==> src/grc_pkg.sv <==
package grc_pkg;

  localparam int SCREEN_WIDTH_DEF = 640;
  localparam int MAP_SIZE_DEF     = 8;

  localparam int CFG_IDX_W = 3;
  localparam int CFG_DATA_W = 64;

  localparam logic [CFG_IDX_W-1:0] REG_POS_X   = 3'd0;
  localparam logic [CFG_IDX_W-1:0] REG_POS_Y   = 3'd1;
  localparam logic [CFG_IDX_W-1:0] REG_DIR_X   = 3'd2;
  localparam logic [CFG_IDX_W-1:0] REG_DIR_Y   = 3'd3;
  localparam logic [CFG_IDX_W-1:0] REG_PLANE_X = 3'd4;
  localparam logic [CFG_IDX_W-1:0] REG_PLANE_Y = 3'd5;
  localparam logic [CFG_IDX_W-1:0] REG_WALLS   = 3'd6;
  localparam logic [CFG_IDX_W-1:0] REG_HEIGHT  = 3'd7;

  localparam logic [15:0] POS_X_RST   = 16'd32768;
  localparam logic [15:0] POS_Y_RST   = 16'd32768;
  localparam logic [15:0] DIR_X_RST   = 16'hC000;
  localparam logic [15:0] DIR_Y_RST   = 16'h0000;
  localparam logic [15:0] PLANE_X_RST = 16'h0000;
  localparam logic [15:0] PLANE_Y_RST = 16'd10813;
  localparam logic [63:0] WALLS_RST   = 64'hFFFF_FFFF_FFFF_FFFF;
  localparam logic [9:0]  HEIGHT_RST  = 10'd480;

  // divider widths
  localparam int DIV_NW = 31;
  localparam int DIV_DW = 40;

  localparam int CAM_W   = 26;
  localparam int PROD_W  = 42;
  localparam int RAY_W   = 29;
  localparam int DELTA_W = 33;
  localparam int T_W     = 40;
  localparam int LH_W    = 27;
  localparam int STEP_W  = 6;
  localparam int MAP_W   = 5;

  localparam logic [CAM_W-1:0]   ONE_Q14   = 26'd16384;
  localparam logic [13:0]        ONE_Q13   = 14'd8192;
  localparam logic [DIV_NW-1:0]  ONE_Q30   = 31'h4000_0000;
  localparam logic [DELTA_W-1:0] DELTA_SAT = 33'h1_0000_0000;
  localparam logic [LH_W-1:0]    LH_SAT    = 27'h400_0000;
  localparam logic [STEP_W-1:0]  STEP_MAX  = 6'd36;

  localparam logic [1:0] DIV_NONE = 2'd0;
  localparam logic [1:0] DIV_DX   = 2'd1;
  localparam logic [1:0] DIV_DY   = 2'd2;
  localparam logic [1:0] DIV_LH   = 2'd3;

  typedef struct packed {
    logic       col_load;
    logic       div_start;
    logic [1:0] div_sel;
    logic       cam_load;
    logic       ray_load;
    logic       dx_load;
    logic       dy_load;
    logic       side_mul;
    logic       side_sum;
    logic       dda_step;
    logic       lh_load;
    logic       out_load;
  } grc_cmd_t;

  typedef struct packed {
    logic div_done;
    logic dda_hit;
  } grc_sts_t;

endpackage

==> src/grc_ctrl.sv <==
module grc_ctrl (
  input  logic              clk,
  input  logic              rst,
  input  logic              in_valid,
  output logic              in_stall,
  output logic              out_valid,
  input  logic              out_stall,
  output grc_pkg::grc_cmd_t cmd,
  input  grc_pkg::grc_sts_t sts
);

  localparam logic [3:0] S_IDLE    = 4'd0;
  localparam logic [3:0] S_CAM     = 4'd1;
  localparam logic [3:0] S_RAY     = 4'd3;
  localparam logic [3:0] S_DX_GO   = 4'd4;
  localparam logic [3:0] S_DX_WT   = 4'd5;
  localparam logic [3:0] S_DY_GO   = 4'd6;
  localparam logic [3:0] S_DY_WT   = 4'd7;
  localparam logic [3:0] S_MUL     = 4'd8;
  localparam logic [3:0] S_SUM     = 4'd9;
  localparam logic [3:0] S_DDA     = 4'd10;
  localparam logic [3:0] S_LH_GO   = 4'd11;
  localparam logic [3:0] S_LH_WT   = 4'd12;
  localparam logic [3:0] S_OUT     = 4'd13;

  logic [3:0] state;
  logic [3:0] state_next;

  assign in_stall = state != S_IDLE;

  always_comb begin
    state_next = state;
    cmd = '0;
    unique case (state)
      S_IDLE: begin
        if (in_valid) begin
          cmd.col_load = 1'b1;
          state_next = S_CAM;
        end
      end
      S_CAM: begin
        cmd.cam_load = 1'b1;
        state_next = S_RAY;
      end
      S_RAY: begin
        cmd.ray_load = 1'b1;
        state_next = S_DX_GO;
      end
      S_DX_GO: begin
        cmd.div_start = 1'b1;
        cmd.div_sel = grc_pkg::DIV_DX;
        state_next = S_DX_WT;
      end
      S_DX_WT: begin
        if (sts.div_done) begin
          cmd.dx_load = 1'b1;
          state_next = S_DY_GO;
        end
      end
      S_DY_GO: begin
        cmd.div_start = 1'b1;
        cmd.div_sel = grc_pkg::DIV_DY;
        state_next = S_DY_WT;
      end
      S_DY_WT: begin
        if (sts.div_done) begin
          cmd.dy_load = 1'b1;
          state_next = S_MUL;
        end
      end
      S_MUL: begin
        cmd.side_mul = 1'b1;
        state_next = S_SUM;
      end
      S_SUM: begin
        cmd.side_sum = 1'b1;
        state_next = S_DDA;
      end
      S_DDA: begin
        cmd.dda_step = 1'b1;
        if (sts.dda_hit) begin
          state_next = S_LH_GO;
        end
      end
      S_LH_GO: begin
        cmd.div_start = 1'b1;
        cmd.div_sel = grc_pkg::DIV_LH;
        state_next = S_LH_WT;
      end
      S_LH_WT: begin
        if (sts.div_done) begin
          cmd.lh_load = 1'b1;
          state_next = S_OUT;
        end
      end
      S_OUT: begin
        if (!out_valid || !out_stall) begin
          cmd.out_load = 1'b1;
          state_next = S_IDLE;
        end
      end
      default: begin
        state_next = S_IDLE;
      end
    endcase
  end

  always_ff @(posedge clk) begin
    if (rst) begin
      state <= S_IDLE;
      out_valid <= 1'b0;
    end else begin
      state <= state_next;
      if (cmd.out_load) begin
        out_valid <= 1'b1;
      end else if (!out_stall) begin
        out_valid <= 1'b0;
      end
    end
  end

`ifndef SYNTHESIS
  a_accept_leaves_idle: assert property (@(posedge clk) disable iff (rst)
    in_valid && !in_stall |=> state == S_CAM)
    else $error("accepted request did not start work");
  a_load_has_room: assert property (@(posedge clk) disable iff (rst)
    cmd.out_load |-> (!out_valid || !out_stall))
    else $error("result loaded over a held result");
  a_done_when_waiting: assert property (@(posedge clk) disable iff (rst)
    sts.div_done |-> (state == S_DX_WT || state == S_DY_WT || state == S_LH_WT))
    else $error("divider finished outside a wait state");
  a_valid_from_out: assert property (@(posedge clk) disable iff (rst)
    $rose(out_valid) |-> $past(state) == S_OUT)
    else $error("result shown without finishing a column");
`endif

endmodule

==> config.mk <==
export PLATFORM = sky130hd
export DESIGN_NAME = grc_ctrl
export DESIGN_NICKNAME = d
export VERILOG_FILES = /design/src/grc_pkg.sv /design/src/grc_ctrl.sv
export SDC_FILE = /design/constraint.sdc
export NUM_CORES = 1
export LEC_CHECK = 0
export ABC_AREA = 0
export BUFFER_PORTS_ARGS = -buffer_cell sky130_fd_sc_hd__buf_2
export CAP_MARGIN = 20
export CORE_AREA = 2 2 39 41
export DETAILED_ROUTE_END_ITERATION = 8
export DIE_AREA = 0 0 41 43
export MAX_ROUTING_LAYER = met4
export PLACE_DENSITY = 0.7
export SETUP_SLACK_MARGIN = 0.1
export SYNTH_ARGS = -nofsm -noshare
export SYNTH_HDL_FRONTEND = slang
export SYNTH_SLANG_ARGS = --single-unit
==> constraint.sdc <==
create_clock -name clk -period 1.6 [get_ports clk]
set_input_delay 0.32 -clock clk [delete_from_list [all_inputs] [get_ports clk]]
set_output_delay 0.32 -clock clk [all_outputs]
set_load 0.01 [all_outputs]
==> impl_metrics.prom <==
# TYPE chip_impl_metric gauge
chip_impl_metric{name="fillerInstances",unit=""} 141
chip_impl_metric{name="num-nets-final",unit=""} 104
chip_impl_metric{name="grt_first_pass_wirelength",unit="mm"} 1.883
chip_impl_metric{name="clk_pin_slew",unit="ps"} 40
chip_impl_metric{name="gp_congestion",unit=""} 0.7546
chip_impl_metric{name="portBuffers",unit=""} 20
chip_impl_metric{name="drc_errors",unit=""} 0
chip_impl_metric{name="setup_tns_after_final_layout",unit="ps"} 0
chip_impl_metric{name="setup_ws",unit="ps"} 117.2
chip_impl_metric{name="floorplan.die.height",unit="µm"} 43
chip_impl_metric{name="final_layout_size_suffix_gt1_share",unit="%"} 49.48
chip_impl_metric{name="max-cap-violations",unit=""} 0
chip_impl_metric{name="synth_top_area_share",unit="%"} 20.00
chip_impl_metric{name="avgRoutedWirePerCell",unit="µm"} 11.05
chip_impl_metric{name="netlist_area",unit="µm²"} 500.5
chip_impl_metric{name="dp_hpwl",unit="µm"} 853.3
chip_impl_metric{name="n_antenna_cell",unit=""} 0
chip_impl_metric{name="worst_pin_slew",unit="ps"} 241.8
chip_impl_metric{name="worst_clock_skew",unit="ps"} 0.4055
chip_impl_metric{name="final_min_period_over_clock_period",unit="%"} 92.67
chip_impl_metric{name="drt_first_pass_iters",unit=""} 3
chip_impl_metric{name="timing_hold_violations_final",unit=""} 0
chip_impl_info{name="clock-root-buffer",value="sky130_fd_sc_hd__clkbuf_4"} 1
chip_impl_metric{name="final-max-slew-violation-count",unit=""} 0
chip_impl_info{name="worstSetupPathType",value="register to output port"} 1
chip_impl_metric{name="multi_input_area",unit="µm²"} 389.1
chip_impl_metric{name="first_global_vias",unit=""} 477
chip_impl_metric{name="wirelength",unit="mm"} 1.249
chip_impl_metric{name="die_width",unit="µm"} 41
chip_impl_metric{name="maximum_fanout_encountered_on_the_critical_timing_path",unit=""} 12
chip_impl_metric{name="via_count",unit=""} 595
chip_impl_metric{name="final_antenna_net_count",unit=""} 0
chip_impl_metric{name="synth-async-reset-ratio",unit="%"} 0
chip_impl_metric{name="synth_cell_type_count",unit=""} 32
chip_impl_info{name="top_flip_flop_cell_by_instance_count_after_synthesis",value="sky130_fd_sc_hd__dfxtp_1"} 1
chip_impl_metric{name="fin_crit",unit="ps"} 1483
chip_impl_info{name="rsz0062_at_grt",value="true"} 1
chip_impl_metric{name="antenna_found_initial",unit=""} 0
chip_impl_metric{name="yosys_warnings",unit=""} 0
chip_impl_metric{name="worst_ep_required_time",unit="ps"} 1280
chip_impl_metric{name="die_area",unit="µm²"} 1763
chip_impl_metric{name="grt_max_degree",unit=""} 15
chip_impl_metric{name="ys_seq_area_share",unit="%"} 20.00
chip_impl_metric{name="placementRows",unit=""} 14
chip_impl_info{name="startpoint_type",value="register"} 1
chip_impl_info{name="synth_top_area_cells",value="sky130_fd_sc_hd__dfxtp_1 (20%), sky130_fd_sc_hd__nand2_1 (6.0%), sky130_fd_sc_hd__nor2_1 (5.3%)"} 1
chip_impl_metric{name="synth_fp_nets",unit=""} 76
chip_impl_metric{name="post_synthesis_instance_total",unit=""} 70
chip_impl_metric{name="total_cts_buffers",unit=""} 3
chip_impl_metric{name="area_delta_synth_final",unit="%"} 46.25
chip_impl_metric{name="whs",unit="ps"} 321.9
chip_impl_info{name="run_status",value="completed"} 1
chip_impl_metric{name="data_arrival_at_the_endpoint_of_the_critical_path",unit="ps"} 1160
chip_impl_metric{name="max_freq",unit="MHz"} 674.4
chip_impl_metric{name="ir_worst_vdd",unit="V"} 0.0006609
chip_impl_info{name="synth_commonest_cells",value="sky130_fd_sc_hd__nand2_1 (8), sky130_fd_sc_hd__nor2_1 (7), sky130_fd_sc_hd__a21oi_1 (5), sky130_fd_sc_hd__dfxtp_1 (5)"} 1
chip_impl_metric{name="pwr_density_cell",unit="nW/µm²"} 1644
chip_impl_metric{name="finalInstanceArea",unit="µm²"} 732.0
chip_impl_metric{name="finalSetupViolations",unit=""} 0
chip_impl_metric{name="design.core.area",unit="µm²"} 1384
chip_impl_metric{name="h-tree-depth",unit=""} 1
chip_impl_metric{name="synth-edff-count",unit=""} 0
chip_impl_info{name="post-synth-top-count-cell",value="sky130_fd_sc_hd__nand2_1"} 1
chip_impl_metric{name="p_leak",unit="µW"} 0.0003429
chip_impl_metric{name="finalPower",unit="µW"} 1204
chip_impl_metric{name="cts_hold_buffers",unit=""} 0
chip_impl_metric{name="sequential_cell_area",unit="µm²"} 115.1
chip_impl_metric{name="floorplan.initialDensity",unit="%"} 36.17
chip_impl_info{name="tritoncts_clock_tree",value="done"} 1
chip_impl_info{name="critical_path.endpoint_type",value="output port"} 1
chip_impl_metric{name="post_drt_via_cell_ratio",unit=""} 5.265
chip_impl_metric{name="placement.setup.worst_slack",unit="ps"} 73.12
chip_impl_metric{name="clock_latency",unit="ps"} 240
chip_impl_metric{name="timing.slew.headroom",unit="%"} 83.88
chip_impl_metric{name="yosys_register_bits",unit=""} 5
chip_impl_metric{name="synthesized_area_per_cell",unit="µm²"} 7.150
chip_impl_metric{name="clock_tree.buffer_depth",unit=""} 2
chip_impl_metric{name="placement.cell_area",unit="µm²"} 619.3
chip_impl_metric{name="cts_num_sinks",unit=""} 5
chip_impl_metric{name="globalRouteOverflowTotal",unit=""} 0
chip_impl_metric{name="design.portCount",unit=""} 21
chip_impl_info{name="yosys.area.top_type",value="sky130_fd_sc_hd__dfxtp_1"} 1
chip_impl_metric{name="grt.total_usage",unit="%"} 15.35
chip_impl_metric{name="drt_first_iter_violations",unit=""} 12
chip_impl_info{name="hold_path_class",value="primary input to register"} 1
-- path summary, 6_finish.rpt --
path | startpoint | endpoint | slack, ps | depth (start not counted)
max | state[3]$_SDFFE_PP0P_ | cmd[12] | 120 | 4
min | rst | state[3]$_SDFFE_PP0P_ | 320 | 2
max reg2reg | state[3]$_SDFFE_PP0P_ | state[1]$_SDFFE_PP0P_ | 170 | 5
min reg2reg | out_valid$_SDFFE_PP0P_ | out_valid$_SDFFE_PP0P_ | 500 | 2
-- cell usage in the layout, fill, tap and decap left out, types with 2 or more instances in the layout --
master / instances
sky130_fd_sc_hd__buf_2: 20
sky130_fd_sc_hd__nand2_1: 8
sky130_fd_sc_hd__buf_4: 7
sky130_fd_sc_hd__a21oi_1: 5
sky130_fd_sc_hd__nor2_1: 5
sky130_fd_sc_hd__nor3_1: 4
sky130_fd_sc_hd__dfxtp_4: 4
sky130_fd_sc_hd__nand3b_1: 3
sky130_fd_sc_hd__o21ai_1: 3
sky130_fd_sc_hd__o21ai_2: 3
sky130_fd_sc_hd__clkbuf_4: 3
sky130_fd_sc_hd__and3_1: 2
sky130_fd_sc_hd__and3b_1: 2
sky130_fd_sc_hd__nor2b_1: 2
sky130_fd_sc_hd__o21ai_0: 2
-- cell type report --
cell class                 count  share of cell area (%)
sequential                     5                   15.73
clock buffer                   4                   3.590
timing repair buffer          29                   24.27
multi-input combinational     58                   53.16
inverter                       1                  0.5128
tap                           16                   2.735
-- worst max-delay path: stages, from the launching register on --
cell	delay (ps)
sky130_fd_sc_hd__dfxtp_4	390
sky130_fd_sc_hd__nor2_4	150
sky130_fd_sc_hd__buf_4	120
sky130_fd_sc_hd__and3_1	140
sky130_fd_sc_hd__buf_2	120
-- through the flow --
step / util (%) / std cells
after floorplan: - / 70
after global placement: 44.76 / 103
after detailed placement: 44.76 / 103
after CTS: 50.99 / 110
after global routing: 52.89 / 113
final: 52.89 / 113
-- power breakdown --
group / total [µW] / switching (µW) / leakage, µW / internal, µW
logic: 765 / 383 / 0.000284 / 382
clock network: 146 / 51.8 / 0.0000150 / 94.3
registers: 292 / 105 / 0.0000437 / 188
-- timing repair --
item,4_1_cts,5_1_grt
gates resized for setup,16,3
setup buffers,3,3
pin swaps,0,2
setup endpoints to repair,15,10
-- routing by layer --
layer	part of all wire (%)	GRT usage, %	routed length (µm)
met5	0	-	0
met4	1.5	8.000	19
met2	45	22.81	566
met1	47	19.68	584
met3	6.2	1.571	78
-- sequential cells by signal (all words and copies together) (netlist names) --
register   flops
state          4
out_valid      1
-- cells by family after synthesis --
kind of cell	synth area share, %
simple gates	42.00
flops	20.00
buf+inv	8.000
compound gates	27.00
mux	2.999
Power figures use the tool's default switching activity.
